### config.mk
export PLATFORM = sky130hd
export DESIGN_NAME = gpcm_ctrl
export DESIGN_NICKNAME = d
export VERILOG_FILES = /design/src/rtl/gcd_pair_counter_mobius_assert.svh /design/src/rtl/gpcm_pkg.sv /design/src/rtl/gpcm_ctrl.sv
export SDC_FILE = /design/constraint.sdc
export NUM_CORES = 1
export LEC_CHECK = 0
export BUFFER_PORTS_ARGS = -buffer_cell sky130_fd_sc_hd__buf_2
export CORE_MARGIN = 8
export CORE_UTILIZATION = 25
export CTS_CLUSTER_SIZE = 25
export DETAILED_ROUTE_END_ITERATION = 10
export PLACE_DENSITY_LB_ADDON = 0.2
export SLEW_MARGIN = 40
export SYNTH_ARGS = -nofsm -noshare
export SYNTH_HDL_FRONTEND = slang
export SYNTH_SLANG_ARGS = --single-unit
### constraint.sdc
create_clock -name i_clk -period 1.7 [get_ports i_clk]
set_input_delay 0.085 -clock i_clk [delete_from_list [all_inputs] [get_ports i_clk]]
set_output_delay 0.085 -clock i_clk [all_outputs]
set_load 0.01 [all_outputs]
### src/rtl/gcd_pair_counter_mobius_assert.svh
// assertion macros for the rtl, included by gpcm_dp
`ifndef GCD_PAIR_COUNTER_MOBIUS_ASSERT_SVH
`define GCD_PAIR_COUNTER_MOBIUS_ASSERT_SVH

`ifndef SYNTHESIS
`define GPCM_ASSERT(lbl, prop) \
    lbl: assert property (@(posedge i_clk) disable iff (!i_rst_n) prop) \
        else $error("gpcm assertion failed");
`define GPCM_ASSERT_NEXT(lbl, ante, cons) \
    lbl: assert property (@(posedge i_clk) disable iff (!i_rst_n) ante |=> cons) \
        else $error("gpcm assertion failed");
`else
`define GPCM_ASSERT(lbl, prop)
`define GPCM_ASSERT_NEXT(lbl, ante, cons)
`endif

`endif

### src/rtl/gpcm_pkg.sv
`default_nettype none

package gpcm_pkg;

    localparam int LIM_W     = 16;
    localparam int CNT_W     = 32;
    localparam int MU_W      = 16;
    localparam int DIV_ITER  = LIM_W / 2;
    localparam int DIV_CNT_W = $clog2(DIV_ITER);

    typedef enum logic [3:0] {
        ST_CLR,
        ST_SV_RD,
        ST_SV_HEAD,
        ST_SV_PRD,
        ST_SV_MARK,
        ST_SV_NEXT,
        ST_IDLE,
        ST_DIV_GO,
        ST_DIV_WAIT,
        ST_Q_TEST,
        ST_Q_RDHI,
        ST_Q_RDLO,
        ST_Q_MUL,
        ST_Q_ACC,
        ST_OUT
    } t_state;

    typedef enum logic [2:0] {
        DIV_BIG,
        DIV_SMALL,
        DIV_QA,
        DIV_QB,
        DIV_HI,
        DIV_JB
    } t_div_sel;

    typedef enum logic [1:0] {
        RD_SIEVE,
        RD_HI,
        RD_LO
    } t_rd_sel;

    typedef struct packed {
        logic     clr_wr;
        logic     sv_head;
        logic     sv_mark;
        logic     k_inc;
        logic     n_inc;
        logic     q_load;
        logic     div_start;
        t_div_sel div_sel;
        t_rd_sel  rd_sel;
        logic     q_cap_hi;
        logic     q_mul;
        logic     q_acc;
        logic     out_load;
    } t_cmd;

    typedef struct packed {
        logic n_end;
        logic k_end;
        logic over;
        logic hit;
        logic d_zero;
        logic div_done;
        logic lo_gt_small;
        logic out_free;
    } t_status;

endpackage

`default_nettype wire

### src/rtl/gpcm_ctrl.sv
`default_nettype none

module gpcm_ctrl (
    input  wire logic              i_clk,
    input  wire logic              i_rst_n,
    input  wire logic              i_in_valid,
    output logic                   o_in_stall,
    input  wire gpcm_pkg::t_status i_status,
    output gpcm_pkg::t_cmd         o_cmd
);
    import gpcm_pkg::*;

    t_state   r_state, n_state;
    t_div_sel r_div_sel, n_div_sel;

    always_ff @(posedge i_clk) begin
        if (!i_rst_n) begin
            r_state   <= ST_CLR;
            r_div_sel <= DIV_BIG;
        end else begin
            r_state   <= n_state;
            r_div_sel <= n_div_sel;
        end
    end

    always_comb begin
        n_state   = r_state;
        n_div_sel = r_div_sel;
        unique case (r_state)
            ST_CLR:     if (i_status.n_end) n_state = ST_SV_RD;
            ST_SV_RD:   n_state = ST_SV_HEAD;
            ST_SV_HEAD: n_state = ST_SV_PRD;
            ST_SV_PRD:  n_state = i_status.k_end ? ST_SV_NEXT : ST_SV_MARK;
            ST_SV_MARK: n_state = (i_status.over || i_status.hit) ? ST_SV_NEXT : ST_SV_PRD;
            ST_SV_NEXT: n_state = i_status.n_end ? ST_IDLE : ST_SV_RD;
            ST_IDLE: begin
                if (i_in_valid) begin
                    if (i_status.d_zero) begin
                        n_state = ST_OUT;
                    end else begin
                        n_state   = ST_DIV_GO;
                        n_div_sel = DIV_BIG;
                    end
                end
            end
            ST_DIV_GO:  n_state = ST_DIV_WAIT;
            ST_DIV_WAIT: begin
                if (i_status.div_done) begin
                    n_state = ST_DIV_GO;
                    case (r_div_sel)
                        DIV_BIG:   n_div_sel = DIV_SMALL;
                        DIV_SMALL: n_state   = ST_Q_TEST;
                        DIV_QA:    n_div_sel = DIV_QB;
                        DIV_QB:    n_div_sel = DIV_HI;
                        DIV_HI:    n_div_sel = DIV_JB;
                        DIV_JB:    n_state   = ST_Q_RDHI;
                        default:   n_state   = ST_Q_TEST;
                    endcase
                end
            end
            ST_Q_TEST: begin
                if (i_status.lo_gt_small) begin
                    n_state = ST_OUT;
                end else begin
                    n_state   = ST_DIV_GO;
                    n_div_sel = DIV_QA;
                end
            end
            ST_Q_RDHI:  n_state = ST_Q_RDLO;
            ST_Q_RDLO:  n_state = ST_Q_MUL;
            ST_Q_MUL:   n_state = ST_Q_ACC;
            ST_Q_ACC:   n_state = ST_Q_TEST;
            ST_OUT:     if (i_status.out_free) n_state = ST_IDLE;
            default:    n_state = ST_CLR;
        endcase
    end

    always_comb begin
        o_cmd         = '0;
        o_cmd.div_sel = r_div_sel;
        o_cmd.rd_sel  = RD_SIEVE;
        o_in_stall    = (r_state != ST_IDLE);
        unique case (r_state)
            ST_CLR:     o_cmd.clr_wr = 1'b1;
            ST_SV_HEAD: o_cmd.sv_head = 1'b1;
            ST_SV_MARK: begin
                o_cmd.sv_mark = 1'b1;
                o_cmd.k_inc   = !(i_status.over || i_status.hit);
            end
            ST_SV_NEXT: o_cmd.n_inc = !i_status.n_end;
            ST_IDLE:    o_cmd.q_load = i_in_valid;
            ST_DIV_GO:  o_cmd.div_start = 1'b1;
            ST_Q_RDHI:  o_cmd.rd_sel = RD_HI;
            ST_Q_RDLO: begin
                o_cmd.q_cap_hi = 1'b1;
                o_cmd.rd_sel   = RD_LO;
            end
            ST_Q_MUL:   o_cmd.q_mul = 1'b1;
            ST_Q_ACC:   o_cmd.q_acc = 1'b1;
            ST_OUT:     o_cmd.out_load = i_status.out_free;
            default:    o_cmd.rd_sel = RD_SIEVE;
        endcase
    end

endmodule

`default_nettype wire

== Word level (Yosys, flattened, before mapping) ==
Index checks and enable logic that the tools add are counted.

* Equality and inequality tests: 26
* Multiplexer cells: 28
* Reduce and logical (&&, ||, !) cells: 9

{| class="wikitable"
|+ Operators with widths
! operator !! number
|-
| case mux 4 bit (15 select lines) || 1
|-
| == test 4 bit, second input constant || 7
|-
| two-way mux 4 bit || 6
|-
| two-way mux 3 bit || 6
|-
| == test 4 x 3 -> 1 bit, second input constant || 4
|-
| inequality test 2 bit, second input constant || 6
|-
| case mux 3 bit (4 select lines) || 1
|-
| two-way mux 1 bit || 10
|-
| case mux 3 bit (3 select lines) || 1
|-
| == test 4 x 2 -> 1 bit, second input constant || 2
|-
| case mux 4 bit (2 select lines) || 1
|-
| == test 3 x 2 -> 1 bit, second input constant || 2
|-
| == test 3 bit, second input constant || 2
|-
| AND reduction 6 bit || 1
|-
| inequality test 5 bit, second input constant || 1
|-
| == test 4 x 1 -> 1 bit, second input constant || 1
|-
| zero test 4 bit || 1
|-
| inequality test 4 x 3 -> 1 bit, second input constant || 1
|-
| case mux 2 bit (2 select lines) || 1
|-
| AND reduction 4 bit || 1
|-
| OR reduction 4 bit || 1
|-
| zero test 3 bit || 1
|-
| nonzero test 3 bit || 1
|-
| zero test 1 bit || 2
|-
| other kinds (2) || 2
|}

* Bits in registers: 7
* Input bits: 11
* Output and inout bits: 17
* Logic and storage cells: 65

== Depth between registers and ports, before layout ==
* Depth in word-level cells: 5
* Gate-level depth with buffers: 7
* Depth with buffers taken out: 5

== Least setup slack after synthesis ==
No wires, ideal clock.

* Path kind: register to register
* From: register r_div_sel[1]
* To: register r_div_sel[1]
* Setup time: 114 ps
* Data arrival time: 1454 ps
* Data required time: 1586 ps
* Setup slack: 131 ps
* Cell stages (with the launch flop): 7
* Buffers on the path: 1
* Clock period less this slack: 1569 ps
* Cells stage by stage: dfxtp_1 > buf_6 > mux2_2 > mux2i_1 > o221a_4 > mux2i_1 > nor2_1

* Longest elaborated chain between the ends: 4
* Elaborated cells on any way between the ends: 9
* Classes of those cells: eq/ne (4); mux (3); reduce/logical (2)

{| class="wikitable"
|+ Ends and longest elaborated chain
! element !! RTL line !! RTL
|-
| start: declaration || gpcm_ctrl.sv:14 || <nowiki>t_div_sel r_div_sel, n_div_sel;</nowiki>
|-
| start signal: assignment || gpcm_ctrl.sv:22 || <nowiki>r_div_sel <= n_div_sel;</nowiki>
|-
| == test 3 bit, or another cell as far along || gpcm_ctrl.sv:50 || <nowiki>case (r_div_sel)</nowiki>
|-
| case mux 3 bit (4 select lines) || gpcm_ctrl.sv:50 ||
|-
| two-way mux 3 bit || gpcm_ctrl.sv:48 || <nowiki>if (i_status.div_done) begin</nowiki>
|-
| case mux 3 bit (3 select lines) || gpcm_ctrl.sv:29 || <nowiki>unique case (r_state)</nowiki>
|}

Parallel ways exist; a longest one is shown, timed or not. The select of a mux whose other input is x is not followed.
A chain may end at the register's enable or synchronous reset.

==> summary.md <==
| Metric | Value |
|---|---|
| Outcome | finished, final reports clean |
| Synth Area per Inst | slightly below 7 um^2 |
| WL/cell | between 10 and 15 um |
| Largest net degree at the start of global routing | 19 |
| Filler cells | approximately 310 |
| Post-synthesis mux area share | 0.07130 |
| FF-to-FF path depth | 5 |
| Syn Std Cell Area | a little over 700 um^2 |
| Sinks on Clock Net | 7 |
| PortBufs | 27 |
| Yosys reg bits | 7 |
| WL final | around 2200 um |
| Initial antenna violation count | 0 |
| Routed Antenna Nets | 0 |
| Die area | ~4900 um^2 |
| Vias/cell | 5.018 |
| Tcrit/Tclk final | 0.9117 |
| Total leakage power | just over 0.0004 uW |
| Layout cell share with drive strength beyond 1 | 0.3723 |
| Synth warnings | 0 |
| Worst Setup End Kind | output port |
| Syn Inst Count | approximately 110 |
| Worst hold start | i_rst_n |
| Detailed Routing Iterations Pass 1 | 4 |
| Diodes inserted | 0 |
| Grt ovf | 0 |
| Critical Path Source | r_state[3] |
| Worst setup path class | reg -> out |
| Clock Skews | 0.004770 ns |
| DRC Markers | 0 |
| Crit path required time | 1.62 ns |
| Most frequent cells in the layout | buf_2, nand2_1, nor2_1 |
| Commonest non-fill, non-tap cell in the layout | buf_2 |
| Gr usage total | 0.09062 |
| Worst Max-Slew Pin Slew | 0.4247 ns |
| Num rows | 19 |
| Worst-path clk slew | approximately 0.060 ns |
| FF-to-FF Start | r_div_sel[1] |
| DP Wirelength | between 1500 and 2000 um |
| I/O pins | 28 |
| CP delay by family, top | simple AND/OR/NAND/NOR gates |
| Layout Nets | 149 |
| R2r setup slk | approximately 0.19 ns |
| Min cycle time layout | 1.550 ns |
| Root Buffer | clkbuf_4 |
| Initial Utilization | 0.2609 |
| VDD IR max | roughly 0.57 mV |
| Simple-Gate Fraction of Synth Area | 0.3983 |
| CTS tree | built |
| TritonCTS Buffers | 3 |
| Initial DRC Count | 37 |
| Via count | approximately 840 |
| Net Count, Synth | between 100 and 150 |
| Setup tns final | 0 ns |
| Hold WC Path Type | in -> reg |
| Max Fanout on Critical Path | 8 |
| WP buf/inv | 2 |
| CP max-delay cell | or2_2 |
| Slew Viols, Final | 0 |
| Synth Area in Adders | 0 |
| Arr. time, crit path | 1.46 ns |
| Die outline height | around 70 um |
| Critical path's largest stage delay | about 0.35 ns |
| Post-layout util | 0.3389 |
| Netlist cell types | 35 |
| Main combinational cell family by area after synthesis | simple AND/OR/NAND/NOR gates |
| Compound-Gate Fraction of Synth Area | 0.2174 |
| Pwr dens | roughly 1200 nW/um^2 |
| Area added between synthesis and finish | 29.91% |
| Setup crit end | o_cmd[11] |
| Post-CTS Setup Inserts | 0 |
| Final hold slack | about 0.14 ns |
| Cell Chain, Critical Path | buf_4 > or2_2 > nor3_2 > buf_2 |
| MaxCap Viol Count | 0 |
| Worst setup SP type | register |
| RSZ-0062 raised after global routing | no |
| Max Clk Rate | between 600 and 700 MHz |
| Worst-Skew Late Latency | 0.26 ns |
| RePlAce Congestion | between 0.8 and 0.9 |
| Final setup fails | 0 |
| Synth Area in XOR/XNOR | 0 |
| First-pass GRT wire length | around 3700 um |
| Max-slew headroom | 0.7147 |
| Fin. Hold Viols | 0 |
| CTS HTree Levels | 1 |
| CP Depth | 4 |
| CTS max path bufs | 2 |
| Critical R2R Capture | r_div_sel[1] |
| Number of global-route vias before repair | between 800 and 900 |
| Post-synthesis sequential area ratio | 0.1948 |
| Die Wd | about 70 um |
| Core Region | around 2800 um^2 |
## worst reg2reg max path, cell delays in order (launching register included)
cell and delay (ns):
dfxtp_1 0.34, mux2_2 0.35, mux2i_1 0.23, o221a_4 0.26, mux2i_1 0.18, nor2_1 0.05
## timing repair
action / CTS / global route
gates resized for setup: 0 / 1
endpoints found under the setup margin: 0 / 1
hold buffers: 0 / 0
## final cells by class
type,instances,area [um^2],share of cell area
inverter,5,18.77,0.02008
multi-input combinational,84,499.2,0.5341
sequential,7,140.1,0.1499
clock buffer,3,22.52,0.02410
clock inverter,1,5.005,0.005355
tap,31,38.79,0.04150
timing repair buffer,37,210.2,0.2249
## power by group
group          internal [uW]  switching (uW)  total [uW]
combinational            307             418         726
sequential               201            32.9         234
clock                   86.3            68.1         154
## kinds of logic after synthesis
logic type / after synthesis
simple gates: 54
compound gates: 25
buf+inv: 14
flops: 7
mux: 5
## metal layers
layer	vias to the layer above	GRT usage	part of all wire
met3	3	0.01860	0.047
met2	21	0.1486	0.47
li1	432	-	-
met1	387	0.1078	0.47
met4	0	0.04688	0.010
met5	-	0	0
## synthesized netlist by cell type
master / number / area, um^2
and2_1: 1 / 6.260
nor4_2: 1 / 12.51
clkinv_1: 1 / 3.750
or2_2: 2 / 12.51
nand2b_1: 3 / 18.77
a211oi_1: 1 / 7.510
mux2i_1: 4 / 40.04
mux2_2: 1 / 11.26
nor2b_1: 1 / 6.260
nand3b_1: 2 / 15.01
and3_1: 1 / 6.260
buf_4: 2 / 15.01
or3b_4: 1 / 11.26
buf_2: 2 / 10.01
nor3b_1: 1 / 7.510
a21oi_1: 7 / 35.03
or3_1: 2 / 12.51
nand4_1: 1 / 6.260
nor3_1: 8 / 40.04
buf_6: 3 / 33.78
a22oi_1: 1 / 7.510
nand2_1: 13 / 48.80
o21ai_0: 9 / 45.04
dfxtp_1: 7 / 140.1
nor2_1: 12 / 45.04
a31oi_1: 3 / 18.77
o22ai_1: 2 / 12.51
inv_1: 4 / 15.01
a221o_1: 1 / 10.01
o221a_4: 1 / 20.02
and4bb_2: 1 / 12.51
nor2_2: 1 / 6.260
or3b_2: 1 / 8.760
clkbuf_1: 2 / 7.510
nand3_1: 2 / 10.01
## through the flow
stage                     setup WS [ns]  total power [uW]  instance area, um^2  instances
final                            0.1501              1114                934.6        168
after CTS                       0.04514              1114                929.6        168
after floorplan                  0.1312             745.2                719.4        105
after global routing            0.02953              1213                934.6        168
after detailed placement         0.1997             956.3                902.1        164
after global placement           0.2099             958.9                902.1        164
## flip-flops by register name (all words and copies together) (netlist names)
name / count
r_state: 4
r_div_sel: 3
## worst min path at each step
stage / end / slack, ns / cells after the start
3_3_place_gp: r_div_sel[0] / 0.41 / 3
6_report: r_div_sel[0] / 0.14 / 3
3_5_place_dp: r_state[0] / 0.42 / 3
2_1_floorplan: r_state[3] / 0.22 / 2
5_1_grt: r_div_sel[0] / 0.17 / 3
4_1_cts: r_div_sel[0] / 0.14 / 3
Note: power is estimated with default switching activity, not from simulation.
